<file path="config.mk">
export PLATFORM = sky130hd
export DESIGN_NAME = rational_arithmetic_unit_top
export DESIGN_NICKNAME = d
export VERILOG_FILES = /design/src/hw/rtl/rau_pkg.sv /design/src/hw/rtl/rau_mul.sv /design/src/hw/rtl/rau_div.sv /design/src/hw/rtl/rational_arithmetic_unit_top.sv
export SDC_FILE = /design/constraint.sdc
export NUM_CORES = 1
export LEC_CHECK = 0
export ABC_AREA = 0
export BUFFER_PORTS_ARGS = -buffer_cell sky130_fd_sc_hd__buf_2
export CORE_MARGIN = 3
export CORE_UTILIZATION = 56
export DETAILED_ROUTE_END_ITERATION = 12
export PLACE_DENSITY = 0.75
export SKIP_CTS_REPAIR_TIMING = 1
export SLEW_MARGIN = 10
export SYNTH_ARGS = -nofsm -noshare
export SYNTH_HDL_FRONTEND = slang
export SYNTH_SLANG_ARGS = --single-unit
</file>
<file path="constraint.sdc">
create_clock -name clk -period 8.7 [get_ports clk]
set_input_delay 1.74 -clock clk [delete_from_list [all_inputs] [get_ports clk]]
set_output_delay 1.74 -clock clk [all_outputs]
set_load 0.01 [all_outputs]
</file>
<file path="src/hw/rtl/rau_pkg.sv">
`timescale 1ns / 1ps
// Package for the rational arithmetic unit.
// Holds operation and error codes shared by the sequencer and the port packing.
// No dependencies.
package rau_pkg;

  typedef enum logic [2:0] {
    OP_ADD = 3'd0,
    OP_SUB = 3'd1,
    OP_MUL = 3'd2,
    OP_DIV = 3'd3,
    OP_LT  = 3'd4,
    OP_GT  = 3'd5,
    OP_EQ  = 3'd6,
    OP_NE  = 3'd7
  } op_t;

  typedef enum logic [1:0] {
    ERR_NONE     = 2'd0,
    ERR_ZERO_DEN = 2'd1,
    ERR_DIV_ZERO = 2'd2,
    ERR_RES_DEN  = 2'd3
  } err_t;

  localparam int unsigned FIELD_BITS = 32;

endpackage

</file>
<file path="src/hw/rtl/rau_mul.sv">
`timescale 1ns / 1ps
// Shift-add multiplier, one multiplier bit per cycle.
// Returns the product wrapped to W bits. No package dependencies.
module rau_mul #(
  parameter int unsigned W = 32
) (
  input  logic         clk,
  input  logic         rst_n,
  input  logic         start,
  input  logic [W-1:0] op_a,
  input  logic [W-1:0] op_b,
  output logic         done,
  output logic [W-1:0] prod
);

  localparam int unsigned CW = $clog2(W);

  logic         busy_r;
  logic         done_r;
  logic [CW-1:0] cnt_r;
  logic [W-1:0] acc_r;
  logic [W-1:0] mcand_r;
  logic [W-1:0] mplier_r;

  // Step counter and completion pulse
  always_ff @(posedge clk) begin
    if (!rst_n) begin
      busy_r <= 1'b0;
      done_r <= 1'b0;
      cnt_r  <= '0;
    end else begin
      done_r <= 1'b0;
      if (start) begin
        busy_r <= 1'b1;
        cnt_r  <= '0;
      end else if (busy_r) begin
        cnt_r <= cnt_r + 1'b1;
        if (cnt_r == CW'(W - 1)) begin
          busy_r <= 1'b0;
          done_r <= 1'b1;
        end
      end
    end
  end

  // Accumulate one partial product a cycle
  always_ff @(posedge clk) begin
    if (start) begin
      acc_r    <= '0;
      mcand_r  <= op_a;
      mplier_r <= op_b;
    end else if (busy_r) begin
      if (mplier_r[0]) begin
        acc_r <= acc_r + mcand_r;
      end
      mcand_r  <= {mcand_r[W-2:0], 1'b0};
      mplier_r <= {1'b0, mplier_r[W-1:1]};
    end
  end

  assign done = done_r;
  assign prod = acc_r;

endmodule

</file>
<file path="src/hw/rtl/rau_div.sv">
`timescale 1ns / 1ps
// Restoring unsigned divider, one quotient bit per cycle.
// Gives quotient and remainder of W-bit operands. No package dependencies.
module rau_div #(
  parameter int unsigned W = 32
) (
  input  logic         clk,
  input  logic         rst_n,
  input  logic         start,
  input  logic [W-1:0] dividend,
  input  logic [W-1:0] divisor,
  output logic         done,
  output logic [W-1:0] quot,
  output logic [W-1:0] rem
);

  localparam int unsigned CW = $clog2(W);

  logic          busy_r;
  logic          done_r;
  logic [CW-1:0] cnt_r;
  logic [W:0]    rem_r;
  logic [W-1:0]  quo_r;
  logic [W-1:0]  dsr_r;
  logic [W:0]    trial;
  logic [W:0]    diff;
  logic          fits;

  // Trial subtract of the shifted remainder
  always_comb begin
    trial = {rem_r[W-1:0], quo_r[W-1]};
    diff  = trial - {1'b0, dsr_r};
    fits  = (trial >= {1'b0, dsr_r});
  end

  // Step counter and completion pulse
  always_ff @(posedge clk) begin
    if (!rst_n) begin
      busy_r <= 1'b0;
      done_r <= 1'b0;
      cnt_r  <= '0;
    end else begin
      done_r <= 1'b0;
      if (start) begin
        busy_r <= 1'b1;
        cnt_r  <= '0;
      end else if (busy_r) begin
        cnt_r <= cnt_r + 1'b1;
        if (cnt_r == CW'(W - 1)) begin
          busy_r <= 1'b0;
          done_r <= 1'b1;
        end
      end
    end
  end

  // Shift dividend bits out and quotient bits in
  always_ff @(posedge clk) begin
    if (start) begin
      rem_r <= '0;
      quo_r <= dividend;
      dsr_r <= divisor;
    end else if (busy_r) begin
      rem_r <= fits ? diff : trial;
      quo_r <= {quo_r[W-2:0], fits};
    end
  end

  assign done = done_r;
  assign quot = quo_r;
  assign rem  = rem_r[W-1:0];

endmodule

</file>
<file path="src/hw/rtl/rational_arithmetic_unit_top.sv">
`timescale 1ns / 1ps
// Rational arithmetic unit: fraction add/sub/mul/div with GCD reduction, and compares.
// Results come from a sequence of multiplies and divides: three multiplies for add/sub and two
// for mul/div, then one divide per Euclid step and two divides to reduce the fraction; a
// compare takes two multiplies, and a zero denominator or divisor is flagged from the input beat.
// One item at a time: the next input beat is taken in the cycle after the result beat.
// Synchronous active-low reset clears the sequencer and the output beat. Uses rau_pkg/mul/div.
module rational_arithmetic_unit_top #(
  parameter int unsigned WORD_BITS = 32
) (
  input  logic         clk,
  input  logic         rst_n,
  input  logic         in_tvalid,
  output logic         in_tready,
  input  logic [127:0] in_tdata,   // a_num, a_den, b_num, b_den
  input  logic [2:0]   in_tuser,   // op
  output logic         out_tvalid,
  input  logic         out_tready,
  output logic [71:0]  out_tdata,  // res_num, res_den, cmp_true, zero fill
  output logic [1:0]   out_tuser   // error_code
);

  localparam int unsigned W  = WORD_BITS;
  localparam int unsigned FB = rau_pkg::FIELD_BITS;

  typedef enum logic [2:0] {
    S_IDLE, S_MUL, S_GCD, S_DDEN, S_DNUM, S_OUT
  } state_t;

  state_t          state_r;
  rau_pkg::op_t    op_r;
  logic [W-1:0]    ad_r, bn_r, bd_r;
  logic [W-1:0]    m0_r, m1_r;
  logic [W-1:0]    num_r, den_r, gcd_r, qden_r;
  logic [1:0]      midx_r;
  logic            mstart_r, dstart_r;
  logic [W-1:0]    ma_r, mb_r, da_r, db_r;
  logic            ovalid_r;
  logic [FB-1:0]   onum_r, oden_r;
  logic            ocmp_r;
  rau_pkg::err_t   oerr_r;

  logic            mdone, ddone;
  logic [W-1:0]    prod, quot, rem;
  logic [W-1:0]    in_an, in_ad, in_bn, in_bd;
  logic [W-1:0]    num_c, qsig;
  logic            is_add_sub, is_cmp;

  rau_mul #(.W(W)) u_mul (
    .clk(clk), .rst_n(rst_n), .start(mstart_r), .op_a(ma_r), .op_b(mb_r),
    .done(mdone), .prod(prod)
  );

  rau_div #(.W(W)) u_div (
    .clk(clk), .rst_n(rst_n), .start(dstart_r), .dividend(da_r), .divisor(db_r),
    .done(ddone), .quot(quot), .rem(rem)
  );

  // Take input fields to word width
  always_comb begin
    in_an = W'($signed(in_tdata[31:0]));
    in_ad = W'($signed(in_tdata[63:32]));
    in_bn = W'($signed(in_tdata[95:64]));
    in_bd = W'($signed(in_tdata[127:96]));
    is_add_sub = (op_r == rau_pkg::OP_ADD) || (op_r == rau_pkg::OP_SUB);
    is_cmp     = op_r[2];
    case (op_r)
      rau_pkg::OP_ADD: num_c = m0_r + m1_r;
      rau_pkg::OP_SUB: num_c = m0_r - m1_r;
      default:         num_c = m0_r;
    endcase
    // Restore the dividend sign on the quotient
    qsig = (state_r == S_DDEN) ? (den_r[W-1] ? -quot : quot)
                               : (num_r[W-1] ? -quot : quot);
  end

  // Sequencer and registered outputs
  always_ff @(posedge clk) begin
    if (!rst_n) begin
      state_r  <= S_IDLE;
      mstart_r <= 1'b0;
      dstart_r <= 1'b0;
      ovalid_r <= 1'b0;
    end else begin
      mstart_r <= 1'b0;
      dstart_r <= 1'b0;
      case (state_r)
        S_IDLE: begin
          if (in_tvalid) begin
            op_r   <= rau_pkg::op_t'(in_tuser);
            ad_r   <= in_ad;
            bn_r   <= in_bn;
            bd_r   <= in_bd;
            onum_r <= '0;
            oden_r <= '0;
            ocmp_r <= 1'b0;
            if (in_ad == '0 || in_bd == '0) begin
              oerr_r   <= rau_pkg::ERR_ZERO_DEN;
              ovalid_r <= 1'b1;
              state_r  <= S_OUT;
            end else if (rau_pkg::op_t'(in_tuser) == rau_pkg::OP_DIV && in_bn == '0) begin
              oerr_r   <= rau_pkg::ERR_DIV_ZERO;
              ovalid_r <= 1'b1;
              state_r  <= S_OUT;
            end else begin
              oerr_r   <= rau_pkg::ERR_NONE;
              midx_r   <= 2'd0;
              ma_r     <= in_an;
              mb_r     <= (rau_pkg::op_t'(in_tuser) == rau_pkg::OP_MUL) ? in_bn : in_bd;
              mstart_r <= 1'b1;
              state_r  <= S_MUL;
            end
          end
        end
        S_MUL: begin
          if (mdone) begin
            midx_r <= midx_r + 2'd1;
            if (midx_r == 2'd0) begin
              m0_r     <= prod;
              ma_r     <= ad_r;
              mb_r     <= (op_r == rau_pkg::OP_MUL) ? bd_r : bn_r;
              mstart_r <= 1'b1;
            end else if (midx_r == 2'd1 && is_add_sub) begin
              m1_r     <= prod;
              ma_r     <= ad_r;
              mb_r     <= bd_r;
              mstart_r <= 1'b1;
            end else if (midx_r == 2'd1 && is_cmp) begin
              case (op_r)
                rau_pkg::OP_LT: ocmp_r <= ($signed(m0_r) < $signed(prod));
                rau_pkg::OP_GT: ocmp_r <= ($signed(prod) < $signed(m0_r));
                rau_pkg::OP_EQ: ocmp_r <= (m0_r == prod);
                default:        ocmp_r <= (m0_r != prod);
              endcase
              ovalid_r <= 1'b1;
              state_r  <= S_OUT;
            end else if (prod == '0) begin
              oerr_r   <= rau_pkg::ERR_RES_DEN;
              ovalid_r <= 1'b1;
              state_r  <= S_OUT;
            end else begin
              num_r    <= num_c;
              den_r    <= prod;
              da_r     <= num_c[W-1] ? -num_c : num_c;
              db_r     <= prod[W-1] ? -prod : prod;
              dstart_r <= 1'b1;
              state_r  <= S_GCD;
            end
          end
        end
        S_GCD: begin
          // Euclid: divisor becomes dividend, remainder becomes divisor
          if (ddone) begin
            if (rem == '0) begin
              gcd_r    <= db_r;
              da_r     <= den_r[W-1] ? -den_r : den_r;
              dstart_r <= 1'b1;
              state_r  <= S_DDEN;
            end else begin
              da_r     <= db_r;
              db_r     <= rem;
              dstart_r <= 1'b1;
            end
          end
        end
        S_DDEN: begin
          if (ddone) begin
            qden_r   <= qsig;
            da_r     <= num_r[W-1] ? -num_r : num_r;
            db_r     <= gcd_r;
            dstart_r <= 1'b1;
            state_r  <= S_DNUM;
          end
        end
        S_DNUM: begin
          if (ddone) begin
            if (qden_r[W-1]) begin
              onum_r <= FB'($signed(-qsig));
              oden_r <= FB'($signed(-qden_r));
            end else begin
              onum_r <= FB'($signed(qsig));
              oden_r <= FB'($signed(qden_r));
            end
            ovalid_r <= 1'b1;
            state_r  <= S_OUT;
          end
        end
        S_OUT: begin
          if (out_tready) begin
            ovalid_r <= 1'b0;
            state_r  <= S_IDLE;
          end
        end
        default: state_r <= S_IDLE;
      endcase
    end
  end

  assign in_tready  = (state_r == S_IDLE);
  assign out_tvalid = ovalid_r;
  assign out_tdata  = {7'd0, ocmp_r, oden_r, onum_r};
  assign out_tuser  = oerr_r;

endmodule
</file>
==> out/metrics.cfg <==
[sta]
fin_crit_sh_pct = 71.7
fin_ws_ns = 2.46
skew_ns = 0.0374
hold_viol = 0
setup_tns_ns = 0
maxSlewHeadroom_pct = 30.5
fin_crit_ns = 6.24
worst_pin_slew_ns = 1.04
rsz0062_at_grt = false
fmax_ghz = 0.160
slew_violations = 0
setup_violations = 0

[grt]
track_usage_pct = 26.4
antenna_found_initial = 2
overflow = 0
grt_pass1_vias = 26179
grt_max_degree = 98
grt_pass1_wl_um = 148000

[clock_network]
cts_tree = built
cts_max_path_buffers = 3
clock-sinks = 700
path_clk_slew_ns = 0.06
htreeDepth = 3
clk_latency_ns = 0.64
cts_made_buffers = 74
root_buffer = clkbuf_16

[power]
p_sw_uw = 4350
p_leak_uw = 0.0160
pwr-share-seq_pct = 40.7
p_int_uw = 8010
power_uw = 12400
clockPowerShare_pct = 26.6
power_density_mw_per_mm2 = 288
power.share.switching_pct = 35.2
pwr-share-comb_pct = 32.7
ir_drop_mv = 0.186

[yosys]
netlist_instances = 3550
synth-seq-cells = 700
synth-edff-count = 616
synth_fa_ha_area_share_pct = 4.70
synth_async_sr_flop_share_pct = 0
synthMuxAreaShare_pct = 4.93
synth_xor_area_share_pct = 6.65
ys_warn_count = 0
synth_top_area_share_pct = 48.3
synth_top_family_by_area = simple AND/OR/NAND/NOR gates
synth_compound_area_share_pct = 13.6
seq_area_frac_synth_pct = 52.7
synth_cell_type_count = 93
syn_avg_cell_area_sq_um = 10.8
synthTopCellsByArea = edfxtp_1 48%, ha_1 4.5%, dfxtp_1 4.4%
yosysTopAreaCell = edfxtp_1
netlist_area_sq_mm = 0.0383
synthSimpleGateAreaFrac_pct = 14.2
ys.flop_type = edfxtp_1

[placement]
hpwl_um = 69600
dp_slack_ns = 2.56
placed_area_sq_mm = 0.0403
place_congestion = 0.964
numPortBuffers = 203

[floorplan]
die_x_um = 268
num_io_pins = 211
rows = 95
start_util_pct = 56.7
dieArea_sq_mm = 0.0716
core_sq_mm = 0.0675
die_h_um = 268

[worst_setup_path]
slowest_stage = or4_1
cp_max_fo = 19
cp_top_family = simple AND/OR/NAND/NOR gates
crit_required_ns = 9.04
r2r_end = da_r[11]
r2r_cells = 19
crit_start = op_r[2]
crit_path_max_incr_delay_ns = 0.81
reg2reg_setup_slack_ns = 2.46
endpoint_kind = flip-flop
crit_end = da_r[11]
arrival_ns = 6.58
crit_chain = nor2_2 > buf_4 > nand2_1 > o21ai_0 > inv_1 > ha_1 > nor2b_1 > o31a_1 > o31ai_1 > and3_1 > or3_4 > a211o_1 > a211oi_2 > nor4_1 > or4_1 > and2_1 > inv_2 > and3_1 > o31ai_1
start_kind = flip-flop
crit_buf_inv = 3
timing.rr.start = op_r[2]
crit_type = flip-flop to flip-flop
cp.depth = 19

[hold_path]
worstHoldStart = db_r[31]
hold_path_class = flip-flop to flip-flop

[final_layout]
layout_commonest_cell = edfxtp_1
synthToLayoutAreaGrowth_pct = 11.9
most-common-layout-cells = 616 x edfxtp_1, 346 x nand2_1, 281 x nor2_1, 241 x a21oi_1, 203 x buf_2
n_antenna_cell = 0
drive_above_1_share_pct = 13.9
num-nets-final = 3999
finalInstanceArea_sq_mm = 0.0429

[route]
num_vias = 28184
drt_iter0_drc = 2717
first_pass_iters = 6
wl_per_cell_um = 20.6
routed_wl_um = 96000
vias_per_cell = 6.05
drc = 0
ant_nets = 0

[run]
max_cap_violations = 0

[run_status]
status = finished, final reports clean

[layer usage]
| metal | global-route usage, % | share of wire (%) | vias up |
|---|---|---|---|
| met5 | 0 | 0 | - |
| met4 | 8.58 | 3.3 | 0 |
| met3 | 3.59 | 6.5 | 177 |
| met2 | 43.2 | 47 | 1038 |
| met1 | 36.7 | 43 | 13465 |
| li1 | - | - | 13504 |
[layout make-up]
type | instances | area [sq um]
Timing Repair Buffer | 267 | 1500
Fill cell | 5350 | 24700
Tap cell | 873 | 1090
Sequential cell | 700 | 20200
Clock inverter | 36 | 513
Inverter | 133 | 499
Clock buffer | 100 | 2030
Multi-Input combinational cell | 2546 | 17000
[power groups by stage]
stage | Sequential (uW) | Combinational [uW] | Clock (uW)
after CTS | 5030 | 4010 | 3340
after floorplan | 4920 | 2930 | 0
final | 5040 | 4040 | 3290
after global routing | 5100 | 4440 | 3470
after global placement | 5080 | 3910 | 0
after detailed placement | 5090 | 3980 | 0
[worst min-delay path by stage]
| stage | depth (start not counted) | to | slack, ns |
|---|---|---|---|
| detailed placement | 0 | gcd_r[31] | 0.46 |
| floorplan | 0 | gcd_r[21] | 0.44 |
| global route | 0 | u_div.dsr_r[31] | 0.49 |
| CTS | 0 | gcd_r[31] | 0.47 |
| global placement | 0 | gcd_r[31] | 0.46 |
| finish | 0 | gcd_r[31] | 0.48 |
[per-stage QoR]
| step | hold slack, ns | cells | utilization [%] |
|---|---|---|---|
| finish | 0.476 | 4655 | 63.5 |
| global route | 0.492 | 4655 | 63.5 |
| CTS | 0.470 | 4655 | 63.5 |
| detailed placement | 0.465 | 4519 | 59.7 |
| global placement | 0.462 | 4519 | 59.7 |
| floorplan | 0.437 | 3556 | - |
[cells in the mapped netlist (14+ instances only)]
cell	count
a211oi_1	78
a21o_1	42
a21oi_1	241
a31oi_1	25
and2_1	17
and3_1	22
buf_1	24
clkbuf_1	134
dfxtp_1	84
edfxtp_1	616
ha_1	139
inv_1	132
mux2_2	89
mux2i_1	87
nand2_1	347
nand2b_1	36
nand3_1	43
nand4_1	35
nor2_1	287
nor2b_1	70
nor3_1	61
nor4_1	55
o211ai_1	29
o21a_1	25
o21ai_0	166
o31ai_1	58
o41ai_1	29
or2_2	14
or3_1	44
or4_1	35
xnor2_1	138
xor2_1	153
[cells by family (layout without fill, tap and decap cells)]
logic type / count (synthesis) / in the layout
simple gates: 1116 / 1116
compound gates: 813 / 813
flops: 700 / 700
buf+inv: 310 / 536
xor+xnor: 291 / 291
mux: 177 / 177
fa+ha+maj: 142 / 142
other cells: 1 / 7
Note: power is estimated with default switching activity, not from simulation.
